<file path="config.mk">
export PLATFORM = sky130hd
export DESIGN_NAME = pde_back
export DESIGN_NICKNAME = d
export VERILOG_FILES = /design/src/rtl/assert_macros.svh /design/src/rtl/pde_pkg.sv /design/src/rtl/pde_back.sv
export SDC_FILE = /design/constraint.sdc
export NUM_CORES = 1
export LEC_CHECK = 0
export ABC_AREA = 1
export BUFFER_PORTS_ARGS = -buffer_cell sky130_fd_sc_hd__buf_2
export CAP_MARGIN = 10
export CORE_ASPECT_RATIO = 1.5
export CORE_MARGIN = 4
export CORE_UTILIZATION = 45
export CTS_CLUSTER_DIAMETER = 60
export DETAILED_ROUTE_END_ITERATION = 16
export PLACE_DENSITY = 0.67
export SETUP_SLACK_MARGIN = 0.05
export SLEW_MARGIN = 5
export SYNTH_ARGS = -nofsm -noshare
export SYNTH_HDL_FRONTEND = slang
export SYNTH_SLANG_ARGS = --single-unit
</file>
<file path="constraint.sdc">
create_clock -name clk -period 11.4 [get_ports clk]
set_input_delay 2.28 -clock clk [delete_from_list [all_inputs] [get_ports clk]]
set_output_delay 2.28 -clock clk [all_outputs]
set_load 0.01 [all_outputs]
</file>
<file path="src/rtl/assert_macros.svh">
// assertion macros used by the rtl top level
`ifndef ASSERT_MACROS_SVH
`define ASSERT_MACROS_SVH

// same-cycle implication
`define PDE_ASSERT_IMPL(label, clk, rst_n, ante, cons) \
	label: assert property (@(posedge clk) disable iff (!(rst_n)) (ante) |-> (cons)) \
		else $error("pde assertion failed");

// next-cycle implication
`define PDE_ASSERT_NEXT(label, clk, rst_n, ante, cons) \
	label: assert property (@(posedge clk) disable iff (!(rst_n)) (ante) |=> (cons)) \
		else $error("pde assertion failed");

`endif

</file>
<file path="src/rtl/pde_pkg.sv">
package pde_pkg;

	localparam int COORD_W        = 32;
	localparam int DIST_W         = 40;
	localparam int OUT_IDX_W      = 16;
	localparam int PROD_W         = 64;
	localparam int MAX_POINTS_DEF = 65536;
	localparam int FRONT_STAGES   = 4;
	localparam int MID_DEPTH      = 8;
	localparam int RES_DEPTH      = 2;
	localparam int CFG_IDX_W      = 8;
	localparam int FRAC_SHIFT     = 30;

	localparam logic signed [COORD_W-1:0] NORMAL_Z_RESET = 32'sh4000_0000;

	typedef enum logic [CFG_IDX_W-1:0] {
		CFG_NORMAL_X     = 8'd0,
		CFG_NORMAL_Y     = 8'd1,
		CFG_NORMAL_Z     = 8'd2,
		CFG_PLANE_OFFSET = 8'd3
	} cfg_reg_t;

	typedef struct packed {
		logic signed [COORD_W-1:0] normal_x;
		logic signed [COORD_W-1:0] normal_y;
		logic signed [COORD_W-1:0] normal_z;
		logic signed [COORD_W-1:0] offset;
	} plane_t;

	typedef struct packed {
		logic signed [DIST_W-1:0] distance;
		logic                     last;
	} item_t;

	typedef struct packed {
		logic [OUT_IDX_W-1:0]     min_index;
		logic [OUT_IDX_W-1:0]     max_index;
		logic signed [DIST_W-1:0] min_distance;
		logic signed [DIST_W-1:0] max_distance;
		logic                     overflow;
	} result_t;

endpackage

</file>
<file path="src/rtl/pde_back.sv">
module pde_back #(
	parameter int MAX_POINTS = pde_pkg::MAX_POINTS_DEF
) (
	input  logic             clk,
	input  logic             arst_n,
	input  logic             item_valid,
	input  pde_pkg::item_t   item,
	output logic             item_pop,
	input  logic             res_full,
	output logic             res_push,
	output pde_pkg::result_t res_data
);
	import pde_pkg::*;

	localparam int IDX_W = $clog2(MAX_POINTS);
	localparam int CNT_W = $clog2(MAX_POINTS+1);

	logic [CNT_W-1:0]         count_q;
	logic                     have_q;
	logic                     ovf_q;
	logic signed [DIST_W-1:0] low_q, high_q;
	logic [IDX_W-1:0]         low_idx_q, high_idx_q;

	logic                     sat;
	logic [IDX_W-1:0]         idx;
	logic                     take_low, take_high;
	logic signed [DIST_W-1:0] low_n, high_n;
	logic [IDX_W-1:0]         low_idx_n, high_idx_n;
	logic                     ovf_n;
	logic [IDX_W+OUT_IDX_W-1:0] low_idx_ext, high_idx_ext;

	assign item_pop = item_valid && !res_full;
	assign sat      = (count_q >= CNT_W'(MAX_POINTS));
	assign idx      = sat ? IDX_W'(MAX_POINTS-1) : count_q[IDX_W-1:0];

	// ties keep the earliest index
	assign take_low  = !have_q || (item.distance < low_q);
	assign take_high = !have_q || (item.distance > high_q);

	assign low_n      = take_low  ? item.distance : low_q;
	assign high_n     = take_high ? item.distance : high_q;
	assign low_idx_n  = take_low  ? idx : low_idx_q;
	assign high_idx_n = take_high ? idx : high_idx_q;
	assign ovf_n      = ovf_q || sat;

	assign low_idx_ext  = {{OUT_IDX_W{1'b0}}, low_idx_n};
	assign high_idx_ext = {{OUT_IDX_W{1'b0}}, high_idx_n};

	assign res_push              = item_pop && item.last;
	assign res_data.min_index    = low_idx_ext[OUT_IDX_W-1:0];
	assign res_data.max_index    = high_idx_ext[OUT_IDX_W-1:0];
	assign res_data.min_distance = low_n;
	assign res_data.max_distance = high_n;
	assign res_data.overflow     = ovf_n;

	always_ff @(posedge clk or negedge arst_n) begin
		if (!arst_n) begin
			count_q <= '0;
			have_q  <= 1'b0;
			ovf_q   <= 1'b0;
		end else if (item_pop) begin
			if (item.last) begin
				count_q <= '0;
				have_q  <= 1'b0;
				ovf_q   <= 1'b0;
			end else begin
				count_q <= sat ? count_q : count_q + 1'b1;
				have_q  <= 1'b1;
				ovf_q   <= ovf_n;
			end
		end
	end

	always_ff @(posedge clk) begin
		if (item_pop) begin
			low_q      <= low_n;
			high_q     <= high_n;
			low_idx_q  <= low_idx_n;
			high_idx_q <= high_idx_n;
		end
	end

endmodule

</file>
# Word-level counts from Yosys, hierarchy flattened
# Index checks and enable logic that the tools add are counted.
[word_totals]
word_cells = 29
memories = 0
ram_bits = 0
mem_bits_ro = 0
out_inout_bits = 115
input_bits = 45
latchBits = 0
regBits = 131
[classes]
div_mod_pow = 0
n_mul = 0
muxes = 9
n_bitwise = 0
order_cmp = 3
n_shift = 0
reduce_logical = 8
addsub = 1
n_eq_ne = 1
[op_table]
columns = ["op", "n"]
rows = [
  ["$mux W40", 2],
  ["$mux W16", 3],
  ["$gt A40 B40 Y1", 1],
  ["$lt A40 B40 Y1", 1],
  ["$mux W17", 2],
  ["$add A17 B1 Y17 const B", 1],
  ["$ge A17 B17 Y1 const B", 1],
  ["$logic_or A1 B1 Y1", 3],
  ["$logic_and A1 B1 Y1", 2],
  ["$logic_not A1 Y1", 2],
  ["$mux W1", 2],
  ["$ne A2 B2 Y1 const B", 1],
  ["$reduce_and A2 Y1", 1],
]

# Longest topological paths before layout
[logic_depth]
word_depth = 3
ltp_mapped = 19

# Least setup slack after synthesis
# No wires, ideal clock.
[synth_path]
kind = "in2out"
start = "in item_valid"
end = "out res_push"
required_ps = 9120
n_path_buf = 0
arrival_time_ps = 6043
path_stages = 4
setup_slack_ps = 3077
cell_sequence = "inv_1 -> nor2_2 -> inv_1 -> nor2_1"
[synth_between]
elab_chain_len = 2
[synth_rtl]
columns = ["element", "line", "text"]
rows = [
  ["start: declaration", "pde_back.sv:6", "input logic item_valid,"],
  ["$logic_and A1 B1 Y1", "pde_back.sv:32", "assign item_pop = item_valid && !res_full;"],
  ["via item_pop", "pde_back.sv:8", "output logic item_pop,"],
  ["$logic_and A1 B1 Y1", "pde_back.sv:49", "assign res_push = item_pop && item.last;"],
  ["end: declaration", "pde_back.sv:10", "output logic res_push,"],
]
# The timed path passes the listed nets, and every way through them passes these cells.

==> out/qor.csv <==
metric,value,unit
status,"complete, no violations",
cp_top_family,simple AND/OR/NAND/NOR gates,
io_pins,160,
antenna_cells,0,
postPlaceCellArea,9330,µm²
antenna_found_initial,0,
cp_slowest_cell,buf_4,
cts_hold_buf,0,
die_w,120,µm
dieArea,21200,µm²
dp_cells,1375,
hold_violations,0,
multi_input_area,3840,µm²
io_buffer_count,159,
start_util,45.8,%
final-seq-area,3840,µm²
wire_per_inst,16.4,µm
crit_buf_inv,3,
grt_usage,22.1,%
finalCritPeriodShare,65.2,%
whs,0.495,ns
grt_pass1_wl,36900,µm
die_y,176,µm
nFillCells,1750,
path_max_fanout,42,
cts_buffer_depth,2,
fmax,134,MHz
synth_top_area_share,39.6,%
drv_cap,0,
drc,0,
critPathMostFrequentCell,nand2_1,
yosysWarningCount,0,
pre_cts_ws,3.94,ns
max_slew_margin,36.6,%
netlist_top_cells_area,"edfxtp_1, nand2_1, ha_1, nand3_1, inv_1",
grt-ovfl-total,0,
required,9.12,ns
synth_cells,997,
cts_tree,yes,
drv_slew,0,
ys_types,33,
startpoint_type,input port,
setup_tns,0,ns
worstSetupEndpointType,output port,
yosysTopAreaCell,edfxtp_1,
avgViaCountPerCell,5.08,
drtIter0Drc,476,
rsz0062_at_grt,false,
syn-cell-area,8490,µm²
final_core_util,53.3,%
clkSinkCount,131,
routabilityCongestion,0.830,
ctsResizeCount,0,
arrival,5.16,ns
ir_drop,103,µV
grt_pass1_vias,7452,
syn_avg_cell_area,8.51,µm²
postRouteAntennaNets,0,
post-cts-setup-buffers,0,
setup_ws,3.96,ns
fin_total_pwr,1.47,mW
fp.coreArea,18500,µm²
fp-row-count,61,
min_period,7.44,ns
slowest_delay,0.63,ns
numCtsBuffers,17,
final_cells,1407,
critPathKind,input port to output port,
setup_viol,0,
drt_pass1_iterations,6,
final_nets,1267,
fin_area,9890,µm²
drive_above_1_share,21.0,%
wirelength,23100,µm
seq_area_frac_synth,45.2,%
syn_nets,1122,
htreeDepth,4,
hp-class,flip-flop to flip-flop,
p_leak,5.12,nW
clkLatencyLatePin,0.43,ns
cts_root_buf,clkbuf_16,
clkTransAtPathRegs,0.06,ns
syn2layout_area_growth,16.5,%
via_count,7149,
hpwl,16200,µm
worst_slew_pin_slew,0.951,ns
crit_chain,buf_2 -> ha_1 -> nand2_1 -> nor2_2 -> nand2_1 -> nor2_2 -> nand2_1 -> nor2_2 -> nand2_2 -> nand3_2 -> nand2_1 -> nand2_2 -> buf_4 -> nand3_1 -> nand2_1 -> buf_2,
clock_skew,0.0109,ns
p_per_area,149,nW/µm²
grt_max_degree,74,
ys_ff_latch,131,
==> cells by family (layout without fill, tap and decap cells) <==
| family | count (synthesis) | after routing | share of synthesized area (%) |
|---|---|---|---|
| buffers and inverters | 169 | 327 | 9.65 |
| and+or+nand+nor | 544 | 544 | 28.7 |
| AOI/OAI and AO/OA | 72 | 72 | 4.57 |
| xor gates and xnor gates | 1 | 1 | 0.103 |
| adders and majority gates | 80 | 80 | 11.8 |
| DFF | 131 | 131 | 45.2 |
==> Yosys cell counts (all sizes together) <==
library cell  instances
dfrtp                19
nor3                  6
o31ai                 1
and3                  1
nand3               129
nor4                  2
ha                   80
a21boi                1
nand4                10
a22oi                 1
a21o                  2
nor2                 35
a21oi                43
inv                 129
o21a                  4
or2                   4
xor2                  1
nand2               357
buf                  32
clkbuf                8
o22ai                 1
edfxtp              112
a221oi                1
o21ai                18
==> path summary, 6_finish.rpt <==
path / startpoint / endpoint / cells past startpoint / slack (ns)
worst max-delay path: item[40] / res_data[49] / 16 / 3.96
worst min-delay path: count_q[14] / count_q[14] / 1 / 0.49
worst max register to register: low_q[31] / low_idx_q[6] / 12 / 8.19
worst min register to register: count_q[14] / count_q[14] / 1 / 0.49
max in group asynchronous: arst_n / have_q / 1 / 9.24
min in group asynchronous: arst_n / count_q[1] / 1 / 1.80
==> worst register-to-register path, cell delays in order (launching register included) <==
cell and delay (ns):
edfxtp_1 0.42, inv_1 0.07, ha_1 0.23, a21oi_1 0.18
o21a_1 0.16, nand2_1 0.08, a21oi_1 0.37, nand3_2 0.14
nand2_1 0.09, nand3_2 0.48, buf_4 0.51, nand2_1 0.14
nand2_1 0.07
==> power by group <==
group | internal (mW) | switching [mW] | total, mW | leakage, nW
clock | 0.302 | 0.230 | 0.532 | 0.271
sequential | 0.568 | 0.0244 | 0.592 | 1.32
combinational | 0.112 | 0.235 | 0.347 | 3.53
total | 0.982 | 0.489 | 1.47 | 5.12
==> per-layer routing <==
metal  wire length, µm  share of wire [%]  global-route usage (%)  vias to the layer above
li1                  -                  -                       -                     3575
met1              9000                 39                    23.9                     3383
met2             12600                 55                    42.4                      166
met3              1160                5.0                    4.46                       25
met4               320                1.4                    7.12                        0
met5                 0                  0                       0                        -
==> state kept, by name, indices dropped and copies added (netlist names) <==
name and flops:
high_q 40, low_q 40, count_q 17, high_idx_q 16, low_idx_q 16, have_q 1
ovf_q 1
==> layout by cell type, fill, tap and decap left out, types with 2 or more instances in the layout <==
cell | netlist | final
inv_1 | 129 | 129
nor2_1 | 29 | 29
nand4_1 | 10 | 10
a21o_1 | 2 | 2
o21ai_0 | 17 | 17
clkbuf_16 | 0 | 17
o21a_1 | 4 | 4
buf_4 | 3 | 7
or2_2 | 4 | 4
clkinvlp_4 | 0 | 2
ha_1 | 80 | 80
edfxtp_1 | 112 | 112
dfrtp_1 | 19 | 18
a21oi_1 | 43 | 43
clkinv_2 | 0 | 3
clkinv_4 | 0 | 2
inv_6 | 0 | 4
nand3_2 | 32 | 33
nor4_1 | 2 | 2
nand2_1 | 355 | 354
nor2_2 | 6 | 5
buf_2 | 12 | 159
nand3_1 | 97 | 96
nor3_1 | 6 | 6
nand2_2 | 2 | 3
==> cell type report <==
type                       instances  area share (%)
clock inverter                    14            1.29
inverter                         129            4.90
timing repair buffer             166            8.58
tap                              252            3.19
multi-input combinational        697            38.9
sequential                       131            38.8
clock buffer                      18            4.34
(Power assumes the default switching activity.)
