**src/rtl/assert_macros.svh**
```systemverilog
// assertion macros used by the rtl top level
`ifndef ASSERT_MACROS_SVH
`define ASSERT_MACROS_SVH

// same-cycle implication
`define PDE_ASSERT_IMPL(label, clk, rst_n, ante, cons) \
	label: assert property (@(posedge clk) disable iff (!(rst_n)) (ante) |-> (cons)) \
		else $error("pde assertion failed");

// next-cycle implication
`define PDE_ASSERT_NEXT(label, clk, rst_n, ante, cons) \
	label: assert property (@(posedge clk) disable iff (!(rst_n)) (ante) |=> (cons)) \
		else $error("pde assertion failed");

`endif

```
**src/rtl/pde_fifo.sv**
```systemverilog
module pde_fifo #(
	parameter int WIDTH = 8,
	parameter int DEPTH = 4
) (
	input  logic                       clk,
	input  logic                       arst_n,
	input  logic                       push,
	input  logic [WIDTH-1:0]           push_data,
	input  logic                       pop,
	output logic [WIDTH-1:0]           pop_data,
	output logic [$clog2(DEPTH+1)-1:0] count,
	output logic                       full,
	output logic                       empty
);
	localparam int PTR_W = (DEPTH > 1) ? $clog2(DEPTH) : 1;
	localparam int CNT_W = $clog2(DEPTH+1);

	logic [WIDTH-1:0] mem_q [DEPTH];
	logic [PTR_W-1:0] wr_ptr_q;
	logic [PTR_W-1:0] rd_ptr_q;
	logic [CNT_W-1:0] count_q;
	logic             do_push;
	logic             do_pop;

	assign full     = (count_q == CNT_W'(DEPTH));
	assign empty    = (count_q == '0);
	assign count    = count_q;
	assign do_push  = push && !full;
	assign do_pop   = pop && !empty;
	assign pop_data = mem_q[rd_ptr_q];

	always_ff @(posedge clk) begin
		if (do_push) begin
			mem_q[wr_ptr_q] <= push_data;
		end
	end

	always_ff @(posedge clk or negedge arst_n) begin
		if (!arst_n) begin
			wr_ptr_q <= '0;
			rd_ptr_q <= '0;
			count_q  <= '0;
		end else begin
			if (do_push) begin
				wr_ptr_q <= (wr_ptr_q == PTR_W'(DEPTH-1)) ? '0 : wr_ptr_q + 1'b1;
			end
			if (do_pop) begin
				rd_ptr_q <= (rd_ptr_q == PTR_W'(DEPTH-1)) ? '0 : rd_ptr_q + 1'b1;
			end
			if (do_push && !do_pop) begin
				count_q <= count_q + 1'b1;
			end else if (do_pop && !do_push) begin
				count_q <= count_q - 1'b1;
			end
		end
	end

endmodule

```
**config.mk**
```make
export PLATFORM = sky130hd
export DESIGN_NAME = pde_fifo
export DESIGN_NICKNAME = d
export VERILOG_FILES = /design/src/rtl/assert_macros.svh /design/src/rtl/pde_fifo.sv
export SDC_FILE = /design/constraint.sdc
export NUM_CORES = 1
export LEC_CHECK = 0
export BUFFER_PORTS_ARGS = -buffer_cell sky130_fd_sc_hd__buf_4
export CORE_MARGIN = 3
export CORE_UTILIZATION = 59
export DETAILED_ROUTE_END_ITERATION = 7
export MAX_ROUTING_LAYER = met4
export PLACE_DENSITY = 0.82
export SYNTH_ARGS = -nofsm -noshare
export SYNTH_HDL_FRONTEND = slang
export SYNTH_SLANG_ARGS = --single-unit
```
**constraint.sdc**
```tcl
create_clock -name clk -period 5 [get_ports clk]
set_input_delay 0.25 -clock clk [delete_from_list [all_inputs] [get_ports clk]]
set_output_delay 0.25 -clock clk [all_outputs]
set_load 0.02 [all_outputs]
```
# ---- Word level (Yosys, flattened, before mapping)
# Memories as Yosys holds them, arrays and structs flattened.
# Index checks and enable logic that the tools add are counted.
dict set report totals {
  reg_bits 7
  latch_bits 0
  ram_bits 32
  mem_bits_ro 0
  out_inout_bits 13
  memories 1
}
# memory depth word_bits read_ports rd_ports_with_merged_regs write_ports line
set mem_list {}
lappend mem_list {mem_q 4 8 1 0 1 pde_fifo.sv:18} ;# logic [WIDTH-1:0] mem_q [DEPTH];
dict set report classes {
  addsub 4
  mul 0
  div 0
  order_cmp 0
  eq_ne 3
  n_shift 0
  mux 6
  bitwise_logic 0
  reduce_logical 10
}
# cell n
set op_table {}
lappend op_table {{$mux W3} 2}
lappend op_table {{$add A2 B1 Y2 const B} 2}
lappend op_table {{$eq A2 B2 Y1 const B} 2}
lappend op_table {{$logic_and A1 B1 Y1} 4}
lappend op_table {{$logic_not A1 Y1} 4}
lappend op_table {{$mux W2} 2}
lappend op_table {{$add A3 B1 Y3 const B} 1}
lappend op_table {{$eq A3 B3 Y1 const B} 1}
lappend op_table {{$logic_not A3 Y1} 1}
lappend op_table {{$sub A3 B1 Y3 const B} 1}
lappend op_table {{$mux W1} 2}
lappend op_table {{$reduce_bool A2 Y1} 1}

# ---- Longest topological paths before layout
# Gate-level depths: netlist of the first run.
dict set report logic_depth {
  depth_word 7
  depth_mapped 9
}

# ---- Worst setup path before layout of the first run
# Ideal clock, no wire load.
dict set report synth_timing {
  path_kind {reg2reg}
  start {register count_q[0], in the netlist count[0]}
  end {register count_q[2], in the netlist count[2]}
  setup_time_ns 0.080
  arrival_ns 2.338
  slack_ns 2.582
  stages_incl_launch_ff 9
  n_path_buf 0
  synth_period_minus_slack_ns 2.418
  path_cell_list {dfrtp_1 nor3_1 nand2b_4 ha_1 inv_1 fa_1 xor2_1 nor2_1 xor2_1}
}
dict set report synth_via {
  elab_chain_len 6
  elab_cells_between_ends 15
  classes_between {add/sub: 2; eq/ne: 1; mux: 2; reduce/logical: 10}
}
# item line
set synth_rtl {}
lappend synth_rtl {{start: declaration} pde_fifo.sv:21} ;# logic [CNT_W-1:0] count_q;
lappend synth_rtl {{start signal: assignment} pde_fifo.sv:51} ;# count_q <= count_q + 1'b1;
lappend synth_rtl {{start signal: assignment} pde_fifo.sv:53} ;# count_q <= count_q - 1'b1;
lappend synth_rtl {{$logic_not A3 Y1 *} pde_fifo.sv:26} ;# assign empty = (count_q == '0);
lappend synth_rtl {{net empty} pde_fifo.sv:13} ;# output logic empty
lappend synth_rtl {{$logic_not A1 Y1 *} pde_fifo.sv:29} ;# assign do_pop = pop && !empty;
lappend synth_rtl {{$logic_and A1 B1 Y1 *} pde_fifo.sv:29}
lappend synth_rtl {{$logic_not A1 Y1} pde_fifo.sv:50} ;# if (do_push && !do_pop) begin
lappend synth_rtl {{$logic_and A1 B1 Y1} pde_fifo.sv:50}
lappend synth_rtl {{$mux W3 / $reduce_bool A2 Y1 (equally long branches)} --}
# Mark *: on every way through the listed nets, which the timed path passes. The rest lies on a longest branch. The select of a mux whose other input is x is not followed.
# A chain may end at the register's enable or synchronous reset.

# ---- Worst setup path in the final report of the first run
dict set report layout_timing {
  start {register count_q[1], in the netlist count[1]}
  end {register count_q[2], in the netlist count[2]}
}
dict set report layout_via {
  elab_chain_len 6
  elab_cells_between_ends 15
  classes_between {add/sub: 2; eq/ne: 1; mux: 2; reduce/logical: 10}
}
# item
set layout_rtl {}
lappend layout_rtl {{parallel branches: the longest is 6 deep, another holds $sub A3 B1 Y3}}
# Parallel ways; which one is timed is not known. The select of a mux whose other input is x is not followed.

==> flow_summary.toml, run 1 <==
[run_status]
outcome = "finished clean"

[clock_network]
htree_levels = 2
clk_pin_slew_worst_paths_ns = 0.10
clock_path_buffers = 2
clkLatencyLatePin_ns = 0.33
cts_setup_buffers = 0
cts-buffers-inserted = 5
cts-root-buf = "clkbuf_4"
tritoncts = "done"
clock-sinks = 39

[place]
hpwl_um = 1792
place.gp.congestion = 0.6307
placedCellCount = 130
port_buffers = 24

[layout]
diodes = 0
area_delta_synth_final_pct = 16.45
final_layout_size_suffix_gt1_frac = 0.4587
final_net_count = 127
instances_no_fill = 139
fill_cells = 151

[worst_setup_path]
crit_buf_inv = 1
cpMostUsedCell = "xor2_1"
rrSetupSlack_ns = 2.91
required_ns = 5.26
cp-start-kind = "register"
crit_fanout = 5
slowest_stage = "dfrtp_1"
end_kind = "register"
worstPathCellList = "nor3_1 > nand2b_4 > ha_1 > inv_1 > fa_1 > xor2_1 > nor2_1 > xor2_1"
arrival_ns = 2.36
r2r_start = "count[1]"
endpoint = "count[2]"
slowest_delay_ns = 0.48
critPathTopFamily = "simple AND/OR/NAND/NOR gates"
path_depth = 8
timing.rr.end = "count[2]"
r2r_cells = 8
critical_path_class = "register to register"
cp-startpoint = "count[1]"

[job]
cap_violations = 0

[sta]
slew_viol_final = 0
max_freq_mhz = 477.8
tns_ns = 0
period_needed_ns = 2.093
relSlewSlack = 0.6169
final-hold-violation-count = 0
period_share = 0.4186
rsz0062_at_grt = "no"
tightestPinTransition_ns = 0.5747
final-setup-viol-count = 0
finalClockSkew_ns = 0.007937
holdWs_ns = 0.1083

[detailed_routing]
dr.pass1.iters = 4
routed_wirelength_um = 2518
wire_per_inst_um = 18.12
dr_total_vias = 767
drt_iter0_drc = 10
drc = 0
antenna_left = 0
vias_per_cell = 5.518

[power_and_ir_drop]
pwr-share-clk = 0.142
power_density_mw_per_mm2 = 595.1
ir_worst_vdd_v = 0.0004581
p_seq_frac = 0.466
p_sw_uw = 381.2
power_leakage_nw = 0.7219
power.internal_uw = 741.7
swShare = 0.3395
combPwrFrac = 0.393

[hold_path]
min_path_type = "input pin to register"

[global_routing]
gr-total-overflow = 0
grt_pass1_wl_um = 3974
grt_start_max_net_pins = 12
grt_pass1_vias = 820
grt_antenna_before_repair = 0
gr-usage-all-layers = 0.1785

[floorplan]
die_h_um = 58.41
core_mm2 = 0.002545
die_area_mm2 = 0.003411
rows = 18
start_util = 0.6367
die_x_um = 58.41
io_pins = 25

[synth]
syn-num-nets = 98
syn-mean-instance-area_um2 = 20.51
synth.cell_area_mm2 = 0.001620
syn_inst = 79
synth-seq-cells = 39
yosysWarnings = 0
synth-simple-area-share = 0.05405
synth-xor-area-share = 0.01622
yosysSeqAreaShare = 0.7012
ys_types = 19
synthAdderAreaFrac = 0.05869
muxShareOfSynthArea = 0.1506
synth_top_family_by_area = "multiplexers"
synth_compound_area_frac = 0
-- stage by stage --
stage | cell area, µm² | setup slack [ns] | utilization | power [mW]
6_report | 1887 | 2.907 | 0.7414 | 1.123
2_1_floorplan | 1620 | 2.582 | - | 0.8200
3_3_place_gp | 1818 | 3.000 | 0.7144 | 0.9573
4_1_cts | 1887 | 2.858 | 0.7414 | 1.141
5_1_grt | 1887 | 2.772 | 0.7414 | 1.193
3_5_place_dp | 1818 | 2.959 | 0.7144 | 0.9803
-- power groups by stage --
stage | Combinational, mW | Sequential [mW] | Clock, mW
final | 0.441 | 0.523 | 0.159
after global routing | 0.474 | 0.537 | 0.182
after CTS | 0.450 | 0.526 | 0.165
after detailed placement | 0.447 | 0.533 | 0
after global placement | 0.433 | 0.524 | 0
after floorplan | 0.320 | 0.500 | 0
-- layout make-up --
type | count | area, µm² | area share
clock inverters | 1 | 3.754 | 0.001989
well taps | 30 | 37.54 | 0.01989
flip-flops and latches | 39 | 1136 | 0.6021
repair buffers | 25 | 190.2 | 0.1008
clock buffers | 7 | 55.05 | 0.02918
inverters | 3 | 11.26 | 0.005968
multi-input cells | 34 | 452.9 | 0.2401
-- how the worst min path moves through the flow --
stage | from | end | depth (start not counted)
finish | push_data[6] | mem_q[1][6] | 1
global route | push_data[6] | mem_q[1][6] | 1
CTS | push_data[5] | mem_q[3][5] | 1
detailed placement | arst_n | count[0] | 1
global placement | arst_n | count[0] | 1
floorplan | arst_n | count[0] | 0
-- cell usage in the layout, fill, tap and decap left out, types with 2 or more instances in the layout --
master	synthesis	final
and2_2	4	4
buf_4	0	24
clkbuf_4	0	5
dfrtp_1	7	7
edfxtp_1	32	32
ha_1	6	6
inv_1	3	3
mux2_2	3	3
mux2_4	2	2
mux4_2	8	8
nor2_1	3	3
xor2_1	2	2
-- sequential cells by signal, indices dropped and copies added (netlist names) --
register,cells
rd_ptr_q,2
count,3
mem_q,32
wr_ptr_q,2
-- Yosys cell counts, drive strengths merged --
library cell,number,area share
nor2,3,0.0069
nor3b,1,0.012
dfrtp,7,0.11
xnor2,1,0.0054
nand2b,1,0.0085
mux2,5,0.039
and2,4,0.019
mux4,8,0.11
xor2,2,0.011
edfxtp,32,0.59
nor2b,1,0.0054
buf,3,0.012
fa,1,0.012
inv,3,0.0069
nor3,1,0.0031
ha,6,0.046
-- cell families after synthesis --
kind of cell | Yosys count
DFF | 39
adders and majority gates | 7
xor gates and xnor gates | 3
and+or+nand+nor | 11
muxes | 13
buffers and inverters | 6
-- repair_timing --
item,in CTS,in global routing
setup endpoints to repair,0,0
gates resized for setup,0,0
hold buffers,1,0
endpoints found under the hold margin,7,0
-- per-layer routing --
metal | routed length, µm | vias up | track usage
met5 | 0 | - | -
met4 | 48 | 0 | 0.06954
met3 | 156 | 8 | 0.06579
met2 | 1377 | 22 | 0.2903
met1 | 936 | 381 | 0.2006
li1 | - | 356 | -
Note: power is estimated with default switching activity, not from simulation.
==> run 2, diff against run 1 <==
--- a/config.mk
+++ b/config.mk
@@ -7,10 +7,10 @@
 export LEC_CHECK = 0
 export BUFFER_PORTS_ARGS = -buffer_cell sky130_fd_sc_hd__buf_4
 export CORE_MARGIN = 3
-export CORE_UTILIZATION = 59
+export CORE_UTILIZATION = 55
 export DETAILED_ROUTE_END_ITERATION = 7
 export MAX_ROUTING_LAYER = met4
-export PLACE_DENSITY = 0.82
+export PLACE_DENSITY = 0.78
 export SYNTH_ARGS = -nofsm -noshare
 export SYNTH_HDL_FRONTEND = slang
 export SYNTH_SLANG_ARGS = --single-unit
==> constraint.sdc (replaced) <==
create_clock -name clk -period 2.1 [get_ports clk]
set_input_delay 0.105 -clock clk [delete_from_list [all_inputs] [get_ports clk]]
set_output_delay 0.105 -clock clk [all_outputs]
set_load 0.02 [all_outputs]
==> flow_summary.toml, run 2 (synthesis results as in run 1) <==
[run_status]
outcome = "finished clean"

[floorplan]
die_area_mm2 = 0.003633
rows = 19
core_mm2 = 0.002781
io_pins = 25
start_util = 0.5825
die_x_um = 60.28
die_h_um = 60.28

[global_routing]
grt_pass1_vias = 834
grt_antenna_before_repair = 0
grt_start_max_net_pins = 13
gr-total-overflow = 0
gr-usage-all-layers = 0.1698
grt_pass1_wl_um = 4002

[layout]
final_net_count = 136
final-seq-area_mm2 = 0.001140
regMostFlops = "mem_q"
multi_input_area_um2 = 464.2
final_cell_mix = "32 x edfxtp_1, 25 x buf_4, 9 x dlygate4sd3_1"
area_delta_synth_final_pct = 22.32
final_layout_size_suffix_gt1_frac = 0.4661
fill_cells = 187
fin_util = 0.7126
final_common_cell = "edfxtp_1"
diodes = 0
largest_reg_flops = 32

[worst_setup_path]
critical_path_class = "register to register"
required_ns = 2.37
crit_fanout = 5
cp-start-kind = "register"
arrival_ns = 2.20
end_kind = "register"

[sta]
tns_ns = 0
max_freq_mhz = 518.6
rsz0062_at_grt = "no"
holdWs_ns = 0.1055
period_needed_ns = 1.928
slew_viol_final = 0
period_share = 0.9182
tightestPinTransition_ns = 0.5752
relSlewSlack = 0.6165
final-hold-violation-count = 0
final-setup-viol-count = 0
finalClockSkew_ns = 0.01001

[power_and_ir_drop]
power_leakage_nw = 0.7573
power_density_mw_per_mm2 = 1354
ir_worst_vdd_v = 0.001171

[clock_network]
clk_pin_slew_worst_paths_ns = 0.11
clkLatencyLatePin_ns = 0.34
cts_setup_buffers = 0
cts-root-buf = "clkbuf_4"
cts-buffers-inserted = 5
clock-sinks = 39
tritoncts = "done"
cts_resized = 0
htree_levels = 2
clock_path_buffers = 2

[detailed_routing]
dr.pass1.iters = 4
routed_wirelength_um = 2524
vias_per_cell = 5.362
drc = 0
drt_iter0_drc = 7
dr_total_vias = 799
wire_per_inst_um = 16.94
antenna_left = 0

[place]
hpwl_um = 1727
place.gp.congestion = 0.6605
port_buffers = 24

[job]
cap_violations = 0

[hold_path]
min_path_type = "input pin to async pin"
run 2: changes by cell type in the layout (fill, tap and decap cells not counted):
| cell | previous run | this run |
|---|---|---|
| buf_4 | 24 | 25 |
| clkbuf_8 | 1 | 0 |
| clkinv_2 | 0 | 1 |
| dfrtp_1 | 7 | 4 |
| dfrtp_2 | 0 | 3 |
| dlygate4sd3_1 | 1 | 9 |
| nor3_1 | 1 | 0 |
| nor3_4 | 0 | 1 |
run 2: where the power goes:
part	switching (mW)	internal (mW)	leakage (nW)	total, mW
Combinational	0.491	0.581	0.355	1.07
Sequential	0.208	1.05	0.372	1.26
Clock	0.224	0.126	0.0297	0.350
Total	0.923	1.76	0.757	2.68
run 2: final timing paths:
check | from | slack (ns) | cells past startpoint | to
max in group asynchronous | arst_n | 1.85 | 2 | count[1]
min in group clk | pop | 0.13 | 3 | rd_ptr_q[1]
hold / removal | arst_n | 0.11 | 2 | count[2]
setup reg to reg | count[1] | 0.17 | 8 | count[2]
hold reg to reg | count[2] | 0.55 | 1 | count[2]
setup / recovery | count[1] | 0.17 | 8 | count[2]
run 2: through the flow:
step                      area [µm²]  power (mW)  instances  setup WS, ns
after floorplan                 1635       1.981         79       0.01031
after global placement          1842       2.318        132        0.2308
after detailed placement        1842       2.362        132        0.1689
after global routing            1982       2.861        149      0.002889
after CTS                       1982       2.721        149        0.1288
final                           1982       2.683        149        0.1718
run 2: critical path, stage by stage, from the launching register on:
cell,delay [ns]
dfrtp_2,0.48
nor3_4,0.21
nand2b_4,0.16
ha_1,0.17
inv_1,0.06
fa_1,0.38
xor2_1,0.15
nor2_1,0.11
xor2_1,0.15
run 2: final cells by class:
cell class	instances	share of cell area
clock inverters	2	0.004419
inverters	3	0.005682
flip-flops and latches	39	0.5751
repair buffers	34	0.1402
well taps	31	0.01957
clock buffers	6	0.02083
multi-input cells	34	0.2342
run 2: per-layer routing:
metal / global-route usage / routed length, µm / part of all wire / vias to the layer above
met5: - / 0 / 0 / -
met2: 0.2623 / 1322 / 0.52 / 16
met4: 0.07595 / 45 / 0.018 / 0
li1: - / - / - / 377
met3: 0.05184 / 96 / 0.038 / 5
met1: 0.2056 / 1060 / 0.42 / 401
run 2: timing repair:
item                                   in CTS  in global routing
hold buffers                                9                  0
endpoints found under the hold margin      39                  0
setup endpoints to repair                   0                  0
==> run 3, diff against run 2 <==
--- a/config.mk
+++ b/config.mk
@@ -7,10 +7,11 @@
 export LEC_CHECK = 0
 export BUFFER_PORTS_ARGS = -buffer_cell sky130_fd_sc_hd__buf_4
 export CORE_MARGIN = 3
-export CORE_UTILIZATION = 55
+export CORE_UTILIZATION = 58
+export CTS_BUF_LIST = sky130_fd_sc_hd__clkbuf_8
 export DETAILED_ROUTE_END_ITERATION = 7
 export MAX_ROUTING_LAYER = met4
-export PLACE_DENSITY = 0.78
+export PLACE_DENSITY = 0.81
 export SYNTH_ARGS = -nofsm -noshare
 export SYNTH_HDL_FRONTEND = slang
 export SYNTH_SLANG_ARGS = --single-unit
==> flow_summary.toml, run 3 (synthesis results as in run 1) <==
[run_status]
outcome = "finished clean"

[worst_setup_path]
rrSetupSlack_ns = 0.17
arrival_ns = 2.13
slowest_stage = "dfrtp_2"
required_ns = 2.30
cp-start-kind = "register"
end_kind = "register"
crit_fanout = 5
slowest_delay_ns = 0.47
critPathTopFamily = "adder cells"
worstPathCellList = "nor3_4 > nand2b_4 > ha_1 > inv_1 > fa_1 > xor2_1 > nor2_1 > xor2_1"
critical_path_class = "register to register"
crit_buf_inv = 1
cpMostUsedCell = "xor2_1"

[global_routing]
grt_start_max_net_pins = 13
grt_pass1_wl_um = 4036
grt_antenna_before_repair = 0
grt_pass1_vias = 849
gr-usage-all-layers = 0.1733
gr-total-overflow = 0

[hold_path]
min_path_type = "input pin to register"

[detailed_routing]
routed_wirelength_um = 2433
antenna_left = 0
dr_total_vias = 744
wire_per_inst_um = 17.38
dr.pass1.iters = 2
vias_per_cell = 5.314
drc = 0
drt_iter0_drc = 22

[floorplan]
start_util = 0.6311
rows = 18
die_h_um = 58.86
core_mm2 = 0.002567
io_pins = 25
die_x_um = 58.86
die_area_mm2 = 0.003464

[layout]
final_layout_size_suffix_gt1_frac = 0.5000
largest_reg_flops = 32
final_cell_mix = "32 x edfxtp_1, 25 x buf_4, 8 x mux4_2"
fill_cells = 150
final_common_cell = "edfxtp_1"
final_net_count = 128
regMostFlops = "mem_q"
fin_util = 0.7524
area_delta_synth_final_pct = 19.23
diodes = 0
finish.instance_area_mm2 = 0.001932

[clock_network]
cts_setup_buffers = 0
tritoncts = "done"
cts-root-buf = "clkbuf_8"
clock_path_buffers = 2
clock-sinks = 39
cts-buffers-inserted = 5
htree_levels = 2
cts_resized = 0
hold_buffers = 1
clk_pin_slew_worst_paths_ns = 0.07
clkLatencyLatePin_ns = 0.28

[sta]
final-hold-violation-count = 0
tightestPinTransition_ns = 0.6087
tns_ns = 0
max_freq_mhz = 517.3
slew_viol_final = 0
final-setup-viol-count = 0
period_share = 0.9206
relSlewSlack = 0.5942
holdWs_ns = 0.02528
finalClockSkew_ns = 0.007155
period_needed_ns = 1.933
rsz0062_at_grt = "no"

[power_and_ir_drop]
power.total_mw = 2.780
power_density_mw_per_mm2 = 1439
ir_worst_vdd_v = 0.0008668
power_leakage_nw = 0.7409

[place]
hpwl_um = 1752
placed_cell_area_mm2 = 0.001841
place.gp.congestion = 0.7690
port_buffers = 24

[job]
cap_violations = 0
run 3: changes by cell type in the layout (fill, tap and decap cells not counted), sizes merged:
| cell | delta |
|---|---|
| clkbuf | -1 |
| inv | +1 |
| dlygate4sd3 | -8 |
run 3: cell type report:
| class | count | area (µm²) | share of cell area |
|---|---|---|---|
| flip-flops and latches | 39 | 1140 | 0.5900 |
| multi-input cells | 34 | 464.2 | 0.2403 |
| repair buffers | 26 | 197.7 | 0.1023 |
| clock buffers | 5 | 68.82 | 0.03562 |
| well taps | 30 | 37.54 | 0.01943 |
| clock inverters | 3 | 12.51 | 0.006477 |
| inverters | 3 | 11.26 | 0.005829 |
run 3: final timing paths:
check / start / endpoint / depth (start not counted)
worst min-delay path: push_data[4] / mem_q[0][4] / 1
min in group asynchronous: arst_n / wr_ptr_q[0] / 2
worst min register to register: count[2] / count[2] / 1
worst max register to register: count[1] / count[2] / 8
max in group asynchronous: arst_n / count[2] / 2
worst max-delay path: count[1] / count[2] / 8
run 3: report_power, final:
group          switching, mW  internal, mW  total, mW
Sequential             0.212          1.05       1.27
Clock                  0.227         0.223      0.450
Combinational          0.491         0.574       1.06
run 3: per-stage QoR:
stage	worst slack, ns	std cells
after global routing	0.02442	140
after detailed placement	0.1431	131
final	0.1668	140
after global placement	0.2256	131
after CTS	0.1368	140
after floorplan	0.01031	79
run 3: metal layers:
metal,routed length (µm),GRT usage,vias to the layer above,part of all wire
li1,-,-,357,-
met1,1038,0.2050,371,0.43
met2,1280,0.2839,14,0.53
met3,93,0.05921,2,0.038
met4,21,0.04854,0,0.0086
met5,0,-,-,0
